## config.mk

```make
export PLATFORM = sky130hd
export DESIGN_NAME = format_string_text_emitter
export DESIGN_NICKNAME = d
export VERILOG_FILES = /design/src/rtl/fste_pkg.sv /design/src/rtl/format_string_text_emitter.sv /design/src/rtl/fste_digits.sv
export SDC_FILE = /design/constraint.sdc
export NUM_CORES = 1
export LEC_CHECK = 0
export BUFFER_PORTS_ARGS = -buffer_cell sky130_fd_sc_hd__clkbuf_2
export CAP_MARGIN = 10
export CELL_PAD_IN_SITES_DETAIL_PLACEMENT = 0
export CELL_PAD_IN_SITES_GLOBAL_PLACEMENT = 2
export CORE_MARGIN = 1.5
export CORE_UTILIZATION = 32
export DETAILED_ROUTE_END_ITERATION = 6
export PLACE_DENSITY_LB_ADDON = 0.08
export SLEW_MARGIN = 20
export SYNTH_ARGS = -nofsm -noshare
export SYNTH_HDL_FRONTEND = slang
export SYNTH_SLANG_ARGS = --single-unit
```

## constraint.sdc

```tcl
create_clock -name i_clk -period 7.19 [get_ports i_clk]
set_clock_uncertainty 0.2 [all_clocks]
set_input_delay 0.3595 -clock i_clk [delete_from_list [all_inputs] [get_ports i_clk]]
set_output_delay 0.3595 -clock i_clk [all_outputs]
set_load 0.01 [all_outputs]
```

## src/rtl/fste_pkg.sv

```systemverilog
// Shared types, character codes and sizing helpers of the format string text emitter.
package fste_pkg;

    localparam int ARG_WIDTH_DEF = 32;

    localparam logic [7:0] CH_PERCENT    = 8'h25;
    localparam logic [7:0] CH_MINUS      = 8'h2D;
    localparam logic [7:0] CH_ZERO       = 8'h30;
    localparam logic [7:0] CH_C          = 8'h63;
    localparam logic [7:0] CH_D          = 8'h64;
    localparam logic [7:0] CH_U          = 8'h75;
    localparam logic [7:0] CH_X          = 8'h78;
    localparam logic [7:0] HEX_ALPHA_OFS = 8'd87;

    // Commands from the sequencer to the digit shifter.
    typedef enum logic [2:0] {
        DOP_NOP,
        DOP_LOAD_DEC,
        DOP_LOAD_HEX,
        DOP_DABBLE,
        DOP_SHIFT
    } t_dig_op;

    // Decimal digits needed for a w-bit unsigned value: floor(w * log10(2)) + 1.
    function automatic int dec_digits(input int w);
        return (w * 30103) / 100000 + 1;
    endfunction

    function automatic int hex_digits(input int w);
        return (w + 3) / 4;
    endfunction

    // Width of the digit shifter, in digits, large enough for either radix.
    function automatic int shifter_digits(input int w);
        return (dec_digits(w) > hex_digits(w)) ? dec_digits(w) : hex_digits(w);
    endfunction

    function automatic logic [7:0] digit_char(input logic [3:0] d);
        if (d < 4'd10) begin
            return CH_ZERO + {4'd0, d};
        end
        return HEX_ALPHA_OFS + {4'd0, d};
    endfunction

endpackage

```

## src/rtl/format_string_text_emitter.sv

```systemverilog
// Top level of the format string text emitter: input decode, sequencer and output register.
// Timing: a plain byte, %%, %c or an unknown selector enters the output register at the edge
// that takes its beat. %d and %u load there, take ARG_WIDTH dabble steps, skip leading zeros
// and send one digit at a time, holding while the output register is full (%x has no dabble
// steps); the next beat is taken only after the last digit is registered. One beat is in work
// at a time. Reset (synchronous, i_rst_n low) clears the pending '%'.
module format_string_text_emitter #(
    parameter int ARG_WIDTH = fste_pkg::ARG_WIDTH_DEF
) (
    input  logic                                 i_clk,
    input  logic                                 i_rst_n,
    // Slave tdata, from bit 0 up: fmt_char[7:0], arg_word[ARG_WIDTH-1:0], zero fill.
    input  logic [((ARG_WIDTH + 15) / 8) * 8-1:0] i_s_tdata,
    input  logic                                 i_s_tvalid,
    output logic                                 o_s_tready,
    // Master tdata, from bit 0 up: out_char[7:0]. tlast carries run_last.
    output logic [7:0]                           o_m_tdata,
    output logic                                 o_m_tlast,
    output logic                                 o_m_tvalid,
    input  logic                                 i_m_tready
);
    import fste_pkg::*;

    localparam int DW = shifter_digits(ARG_WIDTH);
    localparam int HD = hex_digits(ARG_WIDTH);
    localparam int CW = $clog2(ARG_WIDTH + 1);

    typedef enum logic [1:0] {
        S_IDLE,
        S_CONV,
        S_SKIP,
        S_EMIT
    } t_state;

    t_state                r_state;
    logic                  r_pend;
    logic [CW-1:0]         r_cnt;
    logic [7:0]            r_out_char;
    logic                  r_out_last;
    logic                  r_out_valid;

    logic [7:0]            w_ch;
    logic [ARG_WIDTH-1:0]  w_arg;
    logic                  w_neg;
    logic [ARG_WIDTH-1:0]  w_value;
    logic                  w_out_free;
    logic                  w_in_acc;
    logic                  w_out_load;
    t_dig_op               w_op;
    logic [3:0]            w_top;

    assign w_ch    = i_s_tdata[7:0];
    assign w_arg   = i_s_tdata[8 +: ARG_WIDTH];
    assign w_neg   = (w_ch == CH_D) && w_arg[ARG_WIDTH-1];
    // The most negative value negates to itself, which read unsigned is its magnitude.
    assign w_value = w_neg ? (ARG_WIDTH'(0) - w_arg) : w_arg;

    // The output register can take a byte when empty or when its byte leaves this cycle.
    assign w_out_free = !r_out_valid || i_m_tready;
    assign o_s_tready = (r_state == S_IDLE) && w_out_free;
    assign w_in_acc   = i_s_tvalid && o_s_tready;

    // A new byte enters the output register this cycle.
    always_comb begin
        w_out_load = 1'b0;
        unique case (r_state)
            S_IDLE: begin
                if (w_in_acc) begin
                    if (!r_pend) begin
                        w_out_load = (w_ch != CH_PERCENT);
                    end else if ((w_ch == CH_D) || (w_ch == CH_U) || (w_ch == CH_X)) begin
                        w_out_load = w_neg;
                    end else begin
                        w_out_load = 1'b1;
                    end
                end
            end
            S_EMIT:  w_out_load = w_out_free;
            default: w_out_load = 1'b0;
        endcase
    end

    // Commands to the digit shifter follow the sequencer state.
    always_comb begin
        w_op = DOP_NOP;
        unique case (r_state)
            S_IDLE: begin
                if (w_in_acc && r_pend) begin
                    if ((w_ch == CH_D) || (w_ch == CH_U)) begin
                        w_op = DOP_LOAD_DEC;
                    end else if (w_ch == CH_X) begin
                        w_op = DOP_LOAD_HEX;
                    end
                end
            end
            S_CONV: w_op = DOP_DABBLE;
            S_SKIP: begin
                if ((w_top == 4'd0) && (r_cnt > CW'(1))) begin
                    w_op = DOP_SHIFT;
                end
            end
            S_EMIT: begin
                if (w_out_free) begin
                    w_op = DOP_SHIFT;
                end
            end
            default: w_op = DOP_NOP;
        endcase
    end

    fste_digits #(
        .ARG_WIDTH(ARG_WIDTH)
    ) u_digits (
        .i_clk   (i_clk),
        .i_op    (w_op),
        .i_value (w_value),
        .o_top   (w_top)
    );

    always_ff @(posedge i_clk) begin
        if (!i_rst_n) begin
            r_state     <= S_IDLE;
            r_pend      <= 1'b0;
            r_cnt       <= '0;
            r_out_valid <= 1'b0;
        end else begin
            if (i_m_tready && !w_out_load) begin
                r_out_valid <= 1'b0;
            end
            unique case (r_state)
                S_IDLE: begin
                    if (w_in_acc) begin
                        if (!r_pend) begin
                            if (w_ch == CH_PERCENT) begin
                                r_pend <= 1'b1;
                            end else begin
                                r_out_char  <= w_ch;
                                r_out_last  <= 1'b1;
                                r_out_valid <= 1'b1;
                            end
                        end else begin
                            r_pend <= 1'b0;
                            unique case (w_ch) inside
                                CH_PERCENT: begin
                                    r_out_char  <= CH_PERCENT;
                                    r_out_last  <= 1'b1;
                                    r_out_valid <= 1'b1;
                                end
                                CH_C: begin
                                    r_out_char  <= w_arg[7:0];
                                    r_out_last  <= 1'b1;
                                    r_out_valid <= 1'b1;
                                end
                                CH_D, CH_U: begin
                                    // A negative signed value sends its sign first.
                                    if (w_neg) begin
                                        r_out_char  <= CH_MINUS;
                                        r_out_last  <= 1'b0;
                                        r_out_valid <= 1'b1;
                                    end
                                    r_cnt   <= CW'(ARG_WIDTH);
                                    r_state <= S_CONV;
                                end
                                CH_X: begin
                                    r_cnt   <= CW'(HD);
                                    r_state <= S_SKIP;
                                end
                                default: begin
                                    // Unknown selector: the '%' is dropped, the byte copied.
                                    r_out_char  <= w_ch;
                                    r_out_last  <= 1'b1;
                                    r_out_valid <= 1'b1;
                                end
                            endcase
                        end
                    end
                end
                S_CONV: begin
                    if (r_cnt == CW'(1)) begin
                        r_cnt   <= CW'(DW);
                        r_state <= S_SKIP;
                    end else begin
                        r_cnt <= r_cnt - CW'(1);
                    end
                end
                S_SKIP: begin
                    // Leading zeros are dropped, but the units digit always stays.
                    if ((w_top == 4'd0) && (r_cnt > CW'(1))) begin
                        r_cnt <= r_cnt - CW'(1);
                    end else begin
                        r_state <= S_EMIT;
                    end
                end
                S_EMIT: begin
                    if (w_out_free) begin
                        r_out_char  <= digit_char(w_top);
                        r_out_last  <= (r_cnt == CW'(1));
                        r_out_valid <= 1'b1;
                        r_cnt       <= r_cnt - CW'(1);
                        if (r_cnt == CW'(1)) begin
                            r_state <= S_IDLE;
                        end
                    end
                end
                default: r_state <= S_IDLE;
            endcase
        end
    end

    assign o_m_tdata  = r_out_char;
    assign o_m_tlast  = r_out_last;
    assign o_m_tvalid = r_out_valid;

`ifndef SYNTH
    // A byte that is not the last of its run means the sequencer still has digits to send.
    a_more_follows: assert property (@(posedge i_clk) disable iff (!i_rst_n)
        (o_m_tvalid && !o_m_tlast) |-> (r_state != S_IDLE))
        else $error("non-final output byte while the sequencer is idle");

    // Skipping and sending digits never runs the digit count down to zero.
    a_cnt_live: assert property (@(posedge i_clk) disable iff (!i_rst_n)
        ((r_state == S_SKIP) || (r_state == S_EMIT)) |-> (r_cnt != '0))
        else $error("digit count empty while digits are pending");

    // The last conversion step hands the full decimal digit count to the skip stage.
    a_conv_done: assert property (@(posedge i_clk) disable iff (!i_rst_n)
        ((r_state == S_CONV) && (r_cnt == CW'(1))) |=>
        ((r_state == S_SKIP) && (r_cnt == CW'(DW))))
        else $error("conversion did not end in the skip stage");
`endif

endmodule

```

## src/rtl/fste_digits.sv

```systemverilog
// Bit-serial binary to BCD converter and digit shift register.
module fste_digits #(
    parameter int ARG_WIDTH = fste_pkg::ARG_WIDTH_DEF
) (
    input  logic                 i_clk,
    input  fste_pkg::t_dig_op    i_op,
    input  logic [ARG_WIDTH-1:0] i_value,
    output logic [3:0]           o_top
);
    import fste_pkg::*;

    localparam int DW  = shifter_digits(ARG_WIDTH);
    localparam int HD  = hex_digits(ARG_WIDTH);
    localparam int DWB = DW * 4;

    logic [ARG_WIDTH-1:0] r_bin;
    logic [DWB-1:0]       r_dig;
    logic [DWB-1:0]       w_adj;

    // Each BCD digit of five or more gets three added before the next shift.
    always_comb begin
        for (int k = 0; k < DW; k++) begin
            if (r_dig[k*4 +: 4] >= 4'd5) begin
                w_adj[k*4 +: 4] = r_dig[k*4 +: 4] + 4'd3;
            end else begin
                w_adj[k*4 +: 4] = r_dig[k*4 +: 4];
            end
        end
    end

    always_ff @(posedge i_clk) begin
        case (i_op)
            DOP_LOAD_DEC: begin
                r_bin <= i_value;
                r_dig <= '0;
            end
            DOP_LOAD_HEX: begin
                // Hex digits are placed at the top so that they leave first.
                r_dig <= DWB'(i_value) << ((DW - HD) * 4);
            end
            DOP_DABBLE: begin
                r_dig <= {w_adj[DWB-2:0], r_bin[ARG_WIDTH-1]};
                r_bin <= {r_bin[ARG_WIDTH-2:0], 1'b0};
            end
            DOP_SHIFT: begin
                r_dig <= {r_dig[DWB-5:0], 4'd0};
            end
            default: begin
            end
        endcase
    end

    assign o_top = r_dig[DWB-1 -: 4];

endmodule
```

# Word-level counts from Yosys, hierarchy flattened
# Cells that the tools add are included.
# word_totals
reg_bits	91
out_inout_bits	11
# classes
add_sub_neg	14
order_cmp	12
n_eq_ne	25
muxes	68
reduce_logical	21
# op_table
cell	count
40-bit case mux with 4 select lines	1
32-bit case mux with 2 select lines	1
8-bit 2-to-1 mux	7
4-bit by 3-bit greater-or-equal comparator with 1-bit output (second input constant)	10
4-bit by 2-bit adder with 4-bit output (second input constant)	9
4-bit 2-to-1 mux	9
8-bit by 7-bit == test with 1-bit output (second input constant)	4
32-bit 2-to-1 mux	1
8-bit case mux with 4 select lines	1
1-bit by 32-bit subtractor with 32-bit output (first input constant)	1
6-bit 2-to-1 mux	5
6-bit case mux with 4 select lines	1
1-bit 2-to-1 mux	20
8-bit case mux with 2 select lines	1
3-bit 2-to-1 mux	5
2-bit 2-to-1 mux	7
2-bit != test (second input constant)	7
7-bit AND reduction	2
3-bit case mux with 4 select lines	1
6-bit case mux with 2 select lines	1
1-bit case mux with 2 select lines	5
7-bit by 4-bit adder with 8-bit output (first input constant)	1
8-bit by 6-bit == test with 1-bit output (second input constant)	1
8-bit by 6-bit != test with 1-bit output (second input constant)	1
other kinds (26)	38

# Depth between registers and ports, before layout
# Gate-level depths: netlist of run 1.
# logic_depth
depth_word	15
ltp_mapped	10

# Hierarchy
# From an unflattened synthesis of run 1, not the netlist that was laid out.
# hier_totals
cells_unflattened	601
hier_area_um2	6228.5
# modules_own_cells
module	n_inst	cells_per_inst	area_per_inst_um2
fste_digits	1	333	4110.2
format_string_text_emitter	1	268	2118.3

# Least setup slack after synthesis of run 1
# OpenSTA, ideal clock, no wires.
# synth_timing
kind	register to register
startpoint	register r_state[0]
endpoint	register u_digits.r_dig[0] (enable)
setup_ps	398
arrival_ps	3127
required_time_ps	6592
path_slack_ps	3465
path_stages_with_launch	9
n_path_buf	1
period_less_slack_ps	3725
cell_sequence	dfxtp_1 inv_1 ha_1 clkbuf_1 nand2_1 nor3_1 nand3_1 nand2_1 or3_1
# synth_via
elab_chain_cells	8
elab_cells_between_ends	14
cone_classes	eq/ne (7); mux (2); reduce/logical (5)
# synth_lines
item	line_no	rtl
from (decl)	format_string_text_emitter.sv:35	t_state r_state;
from (signal assigned)	format_string_text_emitter.sv:122	r_state <= S_IDLE;
from (signal assigned)	format_string_text_emitter.sv:162	r_state <= S_CONV;
from (signal assigned)	format_string_text_emitter.sv:166	r_state <= S_SKIP;
2-bit logical NOT	format_string_text_emitter.sv:60, format_string_text_emitter.sv:86	
1-bit logical AND	format_string_text_emitter.sv:60	assign o_s_tready = (r_state == S_IDLE) && w_out_free;
1-bit logical AND	format_string_text_emitter.sv:61	assign w_in_acc = i_s_tvalid && o_s_tready;
1-bit logical AND	format_string_text_emitter.sv:88	if (w_in_acc && r_pend) begin
3-bit 2-to-1 mux	format_string_text_emitter.sv:88	
3-bit case mux with 4 select lines *	format_string_text_emitter.sv:86	unique case (r_state)
3-bit by 1-bit == test with 1-bit output, or another cell as far along	fste_digits.sv:32	case (i_op)
4-bit nonzero test (no line) *	--	
to (signal assigned)	fste_digits.sv:39	r_dig <= DWB'(i_value) << ((DW - HD) * 4);
to (signal assigned)	fste_digits.sv:42	r_dig <= {w_adj[DWB-2:0], r_bin[ARG_WIDTH-1]};
to (signal assigned)	fste_digits.sv:46	r_dig <= {r_dig[DWB-5:0], 4'd0};
to (decl)	fste_digits.sv:17	logic [DWB-1:0] r_dig;
# Every way passes the cells marked *; elsewhere a longest branch is shown, timed or not.
# A chain may end at the register's enable or synchronous reset.

# Worst setup path in the final report of run 1
# layout_timing
startpoint	register r_state[0]
endpoint	register u_digits.r_dig[20] (enable)
# The elaborated chain is that of the path after synthesis.

==> results of run 1 <==
[layout make-up]
class	count	area share (%)
Clock buffer	9	3.20
Clock inverter	7	0.924
Inverter	37	1.97
Multi-Input combinational cell	503	47.2
Sequential cell	91	37.4
Tap cell	260	4.62
Timing Repair Buffer	62	4.69
[critical path: cells and delay by family, from the launching register on]
kind | cells | cell delay [ps]
AND/OR/NAND/NOR | 4 | 2350
buffers and inverters | 2 | 550
flip-flops | 1 | 360
adder cells (fa/ha/maj) | 1 | 330
[sequential cells by signal (all words and copies together) (netlist names)]
signal,count
o_m_tlast,1
u_digits.r_dig,40
r_pend,1
o_m_tdata,8
u_digits.r_bin,32
r_state,2
o_m_tvalid,1
r_cnt,6
[placed cells by master (no fill, tap or decap), types with 11 or more instances in the layout]
master    synthesis  layout
edfxtp_1         81      81
nor2_1           68      68
a21oi_1          65      65
nand2_1          59      59
clkbuf_2          0      54
o21ai_0          39      39
inv_1            36      36
xor2_1           31      31
ha_1             29      29
nand2b_1         17      17
xnor2_1          17      17
a221o_1          14      14
nand3_1          13      13
o31ai_1          12      12
nor3_1           11      11
[cell families (layout without fill, tap and decap cells)]
group                      Yosys count  after routing  share of synthesized area, %
buffers and inverters               63            115                          4.41
adders and majority gates           29             29                          5.83
muxes                               11             11                          1.87
AOI/OAI and AO/OA                  189            189                          20.4
DFF                                 91             91                          42.3
xor gates and xnor gates            48             48                          6.76
and+or+nand+nor                    226            226                          18.4
[metal layers]
layer	vias up	wire [um]	global-route usage, %
met5	-	0	0
met4	0	185	5.26
met3	14	646	2.39
met2	109	8240	30.1
met1	2479	8250	23.4
li1	2542	-	-
[path summary, 6_finish.rpt]
| check | start | to | slack [ps] | cells past startpoint |
|---|---|---|---|---|
| worst max-delay path | r_state[0] | u_digits.r_dig[20] | 3080 | 7 |
| worst min-delay path | i_s_tvalid | o_m_tvalid | 130 | 3 |
| worst max register to register | r_state[0] | u_digits.r_dig[20] | 3080 | 7 |
| worst min register to register | r_cnt[1] | r_cnt[1] | 290 | 2 |
[power groups by stage]
stage,combinational [mW],clock (mW),sequential [mW]
2_1_floorplan,0.0304,0,0.587
3_3_place_gp,0.0679,0,0.586
3_5_place_dp,0.0681,0,0.586
4_1_cts,0.0685,0.499,0.574
5_1_grt,0.0758,0.515,0.574
6_report,0.0678,0.484,0.574
[through the flow]
step	hold WS (ps)	cell area, um2	power, mW
floorplan	260	6220	0.617
global placement	277	6750	0.654
detailed placement	281	6750	0.654
CTS	113	7040	1.14
global route	154	7040	1.16
finish	130	7040	1.13
==> flow_summary.ini, run 1 <==
[status]
status = completed

[power_and_ir_drop]
cellPowerDensity_nw_per_um2 = 160
power_switching_mw = 0.282
pwr-share-clk_pct = 43.0
p_seq_share_pct = 51.0
swShare_pct = 25.1
leakagePower_nw = 2.47
p_comb_share_pct = 6.0
vdd_drop_max_v = 0.000108
p_int_mw = 0.843

[grt]
grt_pass1_vias = 5006
grt_usage_pct = 17.7
gr-total-overflow = 0
antenna_found_initial = 0
grt_max_degree = 80
grt_pass1_wl_um = 27500

[worst_setup_path]
path_cells = inv_1 -> ha_1 -> nand2_1 -> nor3_1 -> and2_0 -> or3_1 -> buf_4
cp_data_arrival_time_ps = 3940
crit_slowest_cell = and2_0
cp_max_fo = 21
critPathLaunchType = flop
crit_type = flop to flop
cpPeakStageDelay_ps = 830
endpoint_kind = flop
worstPathRequired_ps = 7020

[timing]
setup_violations = 0
worstMarginPinSlew_ps = 995
postLayoutSetupSlackWorst_ps = 3080
drv_slew = 0
rsz0062_at_grt = no
hold_violations = 0
fin_setup_tns_ps = 0
min_period_ps = 4110
finalCritPeriodShare_pct = 57.2
relSlewSlack_pct = 33.1
fmaxAchievable_ghz = 0.243

[detailed_routing]
avgViaCountPerCell = 5.31
dr_total_vias = 5144
drc_errors = 0
drt_iter0_markers = 321
firstDrtPassIters = 5
routedWlPerCell_um = 17.9
totalWireLength_um = 17300
antenna_left = 0

[clocking]
cts_hold_buffers = 0
cts.path.max_buffers = 2
cts_tree = yes
post_cts_buffers = 0
insertion_delay_ps = 360
clk_pin_slew_ps = 80
cts.sinks = 91
h-tree-depth = 3
post_cts_resize_count = 0
cts_made_buffers = 9
cts_root_buf = clkbuf_16

[synth]
syn_area_um2 = 6220
avgSynthCellArea_um2 = 9.47
synth_top_area_share_pct = 39.1
synth_seq_cells = 91
synth-edff-count = 81
syn-instance-count = 657
yosysSeqAreaShare_pct = 42.3
synth.most_common_cell = edfxtp_1
synth_common_cells = edfxtp_1 (81), nor2_1 (68), a21oi_1 (65)
syn-num-nets = 730
synth_top_cell_by_area = edfxtp_1
yosys_warnings = 0
synthDistinctLibCells = 73
async_reset_ff_share_pct = 0
synth_flop_cell = edfxtp_1
netlist_top_cells_area = edfxtp_1 (39%), ha_1 (5.8%), a21oi_1 (5.2%)

[final_layout]
final_util_pct = 37.3
ff_latch_area_um2 = 2630
drive_gt1_share_pct = 13.8
finalNetCount = 777
stdcell_count = 969
diodes = 0
num-fill-cells = 1935
area_growth_pct = 13.2
multi_input_area_um2 = 3320

[floorplan]
row_count = 50
core_area_um2 = 18900
die_y_um = 142
fp.dieW_um = 142
initial_utilization_pct = 32.9
die_area_um2 = 20300
ioPinCount = 55

[hold_path]
hold_class = input port to flop

[place]
port_buffers = 54
dp_cells = 953
place_congestion = 0.812
dp_slack_ps = 3030
dpl.hpwl_um = 12400

[flow_run]
drv_cap = 0
No activity file was read; power rests on OpenSTA's default activity.
==> run 2, diff against run 1 <==
Clock period 7.19 ns to 4 ns, I/O delays scaled along.
==> run 2 against run 1 <==
Compared with the run above:
- routed wire length grew 2.0%
- power grew 93%
- worst setup slack lost 2000 ps
- combinational power grew 78%
- final cell count grew 0.72%
- cell area grew 2.2%
- sequential share of layout area shrank 0.81 points
- clock power grew 110%
- fmax grew 40%
- count of clock-buffer cells in the layout is the same
- highest routed layer unchanged
- critical endpoint is now u_digits.r_dig[16]
==> flow_summary.ini, run 2 (synthesis results as in run 1) <==
[status]
status = completed

[final_layout]
drive_gt1_share_pct = 14.5
finalNetCount = 784
stdcell_count = 976
diodes = 0
area_growth_pct = 15.7
regMostFlops = u_digits.r_dig
num-fill-cells = 1950
ff_latch_area_um2 = 2630
multi_input_area_um2 = 3330
mostFrequentLayoutCells = edfxtp_1 (81), nor2_1 (67), a21oi_1 (65)
largest_register_ff_count = 40
layout_commonest_cell = edfxtp_1

[clocking]
cts_tree = yes
cts.path.max_buffers = 2
post_cts_resize_count = 0
cts.sinks = 91
clk_pin_slew_ps = 70
cts_hold_buffers = 2
cts_made_buffers = 9
cts_root_buf = clkbuf_16
post_cts_buffers = 0
h-tree-depth = 3
insertion_delay_ps = 350

[worst_setup_path]
cp_data_arrival_time_ps = 2790
cp_max_fo = 18
path_cells = inv_1 -> ha_1 -> nor3b_2 -> o2111ai_4 -> a221oi_4 -> or3_1 -> buf_12
critPathLaunchType = flop
crit_slowest_cell = edfxtp_1
cpPeakStageDelay_ps = 450
crit_type = flop to flop
crit_family = simple AND/OR/NAND/NOR gates
worstPathRequired_ps = 3850
crit_buf_inv = 2
endpoint_kind = flop

[timing]
fmaxAchievable_ghz = 0.340
setup_violations = 0
hold_violations = 0
worstMarginPinSlew_ps = 903
drv_slew = 0
finalCritPeriodShare_pct = 73.5
min_period_ps = 2940
rsz0062_at_grt = no
relSlewSlack_pct = 39.4
fin_setup_tns_ps = 0

[grt]
grt_pass1_wl_um = 28200
gr-total-overflow = 0
antenna_found_initial = 0
grt_usage_pct = 18.1
grt_pass1_vias = 5100
grt_max_degree = 80

[floorplan]
fp.dieW_um = 142
die_y_um = 142
row_count = 50
core_area_um2 = 18900
initial_utilization_pct = 32.9
ioPinCount = 55
die_area_um2 = 20300

[detailed_routing]
drc_errors = 0
antenna_left = 0
drt_iter0_markers = 287
totalWireLength_um = 17700
firstDrtPassIters = 5
avgViaCountPerCell = 5.32
routedWlPerCell_um = 18.1
dr_total_vias = 5197

[power_and_ir_drop]
vdd_drop_max_v = 0.000189
cellPowerDensity_nw_per_um2 = 302
leakagePower_nw = 2.55

[place]
dp_cells = 958
place_congestion = 0.816
port_buffers = 54
dpl.hpwl_um = 12700

[hold_path]
hold_class = input port to flop

[flow_run]
drv_cap = 0
==> run 2: changes by cell type in the layout (fill, tap and decap cells not counted), sizes merged <==
cell         change
bufinv           +3
inv              -3
buf              +5
dlygate4sd3      +2
==> run 2: cell type report <==
cell class	instances	area share, %
multi-input cells	503	46.2
flip-flops and latches	91	36.6
repair buffers	69	5.91
well taps	260	4.52
clock buffers	9	3.13
inverters	37	1.93
clock inverters	7	1.72
==> run 2: stage by stage <==
stage | area (um2) | power, mW | hold WS, ps | util, % | setup WS (ps)
after floorplan | 6220 | 1.11 | 174 | - | 275
after global placement | 6830 | 1.17 | 275 | 36.1 | 1010
after detailed placement | 6830 | 1.17 | 283 | 36.1 | 1020
after CTS | 7200 | 2.20 | 18.8 | 38.1 | 998
after global routing | 7200 | 2.24 | 42.1 | 38.1 | 810
final | 7200 | 2.18 | 27.7 | 38.1 | 1060
==> run 2: power by group <==
part | leakage [nW] | switching (mW) | internal, mW
logic | 1.56 | 0.0715 | 0.0493
clock network | 0.166 | 0.408 | 0.616
registers | 0.820 | 0.00122 | 1.03
==> run 2: worst register-to-register path, delay by kind of cell, from the launching register on <==
family | cells | cell delay, ps
simple gates | 2 | 790
buf+inv | 2 | 370
compound gates | 2 | 540
flops | 1 | 450
fa+ha+maj | 1 | 290
==> run 2: per-layer routing <==
layer,vias to the layer above,routed length (um),global-route usage [%]
li1,2560,-,-
met1,2515,8510,24.6
met2,99,8250,29.4
met3,23,556,2.32
met4,0,345,6.84
met5,-,0,0
==> run 2: final timing paths <==
path                      start                 end  slack (ps)  cells past startpoint
max reg2reg  u_digits.r_dig[37]  u_digits.r_dig[16]        1060                      7
min               i_s_tdata[35]  u_digits.r_dig[35]          30                      2
min reg2reg            r_cnt[1]            r_cnt[1]         290                      2
max          u_digits.r_dig[37]  u_digits.r_dig[16]        1060                      7
==> run 3, diff against run 2 <==
Clock period 4 ns to 2.6 ns, I/O delays scaled along.
==> run 3 against run 2 <==
Compared with the run above:
- sequential share of layout area shrank 2.0 points
- cell area grew 5.7%
- non-clock buffer count grew 41
- via count grew 1.8%
- power grew 55%
- highest routed layer unchanged
==> flow_summary.ini, run 3 (synthesis results as in run 1) <==
[power_and_ir_drop]
pwr-share-clk_pct = 46.9
p_int_mw = 2.62
vdd_drop_max_v = 0.000330
p_seq_share_pct = 46.9
leakagePower_nw = 2.74
cellPowerDensity_nw_per_um2 = 444
swShare_pct = 22.4
power_switching_mw = 0.756
p_comb_share_pct = 6.1

[floorplan]
core_area_um2 = 18900
die_area_um2 = 20300
die_y_um = 142
fp.dieW_um = 142
ioPinCount = 55
initial_utilization_pct = 32.9
row_count = 50

[final_layout]
layout_commonest_cell = edfxtp_1
area_growth_pct = 22.3
diodes = 0
largest_register_ff_count = 40
regMostFlops = u_digits.r_dig
stdcell_count = 1017
mostFrequentLayoutCells = edfxtp_1 (81), nor2_1 (67), a21oi_1 (65)
finalNetCount = 825
drive_gt1_share_pct = 18.2

[worst_setup_path]
worstPathRequired_ps = 2500
cp_data_arrival_time_ps = 2390
path_cells = inv_1 -> ha_4 -> nor3b_4 -> o2111ai_4 -> nand2_4 -> nand2_8 -> or3_4 -> buf_12
cp_max_fo = 23
critPathLaunchType = flop
crit_slowest_cell = or3_4
endpoint_kind = flop
cpPeakStageDelay_ps = 430
crit_type = flop to flop

[status]
status = completed

[timing]
rsz0062_at_grt = no
hold_violations = 0
worstMarginPinSlew_ps = 564
min_period_ps = 2490
fmaxAchievable_ghz = 0.402
fin_setup_tns_ps = 0
drv_slew = 0
setup_violations = 0
finalCritPeriodShare_pct = 95.7
relSlewSlack_pct = 61.9
fin_hold_ws_ps = 8.06

[clocking]
cts_made_buffers = 9
h-tree-depth = 3
cts_root_buf = clkbuf_16
cts.sinks = 91
post_cts_buffers = 0
insertion_delay_ps = 350
clk_pin_slew_ps = 70
cts.path.max_buffers = 2
cts_tree = yes

[place]
dp_cells = 985
place_congestion = 0.765
dpl.hpwl_um = 13200
port_buffers = 54

[detailed_routing]
firstDrtPassIters = 5
dr_total_vias = 5293
drt_iter0_markers = 313
routedWlPerCell_um = 17.5
antenna_left = 0
avgViaCountPerCell = 5.20
drc_errors = 0
totalWireLength_um = 17800

[flow_run]
drv_cap = 0

[grt]
grt_usage_pct = 18.1
antenna_found_initial = 0
gr-total-overflow = 0
grt_pass1_vias = 5066
grt_pass1_wl_um = 28100
grt_max_degree = 48

[hold_path]
hold_class = input port to flop
==> run 3: what timing repair did <==
| item | CTS | global route |
|---|---|---|
| hold buffers | 16 | 0 |
| hold endpoints to repair | 18 | 0 |
| resized for setup | 0 | 4 |
| setup endpoints to repair | 0 | 52 |
==> run 3: worst max-delay path: cells and delay by family, from the launching register on <==
kind / cells / cell delay [ps]
AOI/OAI and AO/OA: 1 / 230
adders and majority gates: 1 / 170
buffers and inverters: 2 / 300
DFF: 1 / 380
and+or+nand+nor: 4 / 940
==> run 3: final cells by class <==
cell class                      instances  area [um2]
Clock inverter                          7         124
Multi-Input combinational cell        503        3380
Timing Repair Buffer                  110         781
Clock buffer                            9         225
Fill cell                            1913       11300
Sequential cell                        91        2630
Tap cell                              260         325
Inverter                               37         139
==> run 3: power groups by stage <==
stage / sequential [mW] / combinational (mW) / clock, mW
2_1_floorplan: 1.62 / 0.0845 / 0
3_3_place_gp: 1.62 / 0.189 / 0
3_5_place_dp: 1.62 / 0.190 / 0
4_1_cts: 1.59 / 0.210 / 1.63
5_1_grt: 1.59 / 0.230 / 1.68
6_report: 1.59 / 0.207 / 1.59
==> run 3: worst paths after layout <==
path                                         start                 end  slack [ps]  cells past startpoint
worst max-delay path            u_digits.r_dig[37]  u_digits.r_dig[18]         110                      8
worst min-delay path                  i_s_tdata[8]   u_digits.r_dig[8]           8                      2
worst max register to register  u_digits.r_dig[37]  u_digits.r_dig[18]         110                      8
worst min register to register            r_cnt[0]            r_cnt[0]         310                      2
==> run 3: layer usage <==
layer	part of all wire (%)	wire length, um	GRT usage [%]
met5	0	0	0
met4	1.3	225	5.64
met3	3.2	576	2.15
met2	47	8380	30.0
met1	48	8590	24.6
==> run 3: stage by stage <==
step	setup WS (ps)	cell area (um2)	power [mW]	utilization [%]
6_report	112	7610	3.38	40.3
5_1_grt	10.9	7610	3.50	40.3
4_1_cts	36.6	7600	3.42	40.2
3_5_place_dp	66.0	7090	1.81	37.5
3_3_place_gp	150	7090	1.81	37.5
2_1_floorplan	3.84	6270	1.71	-
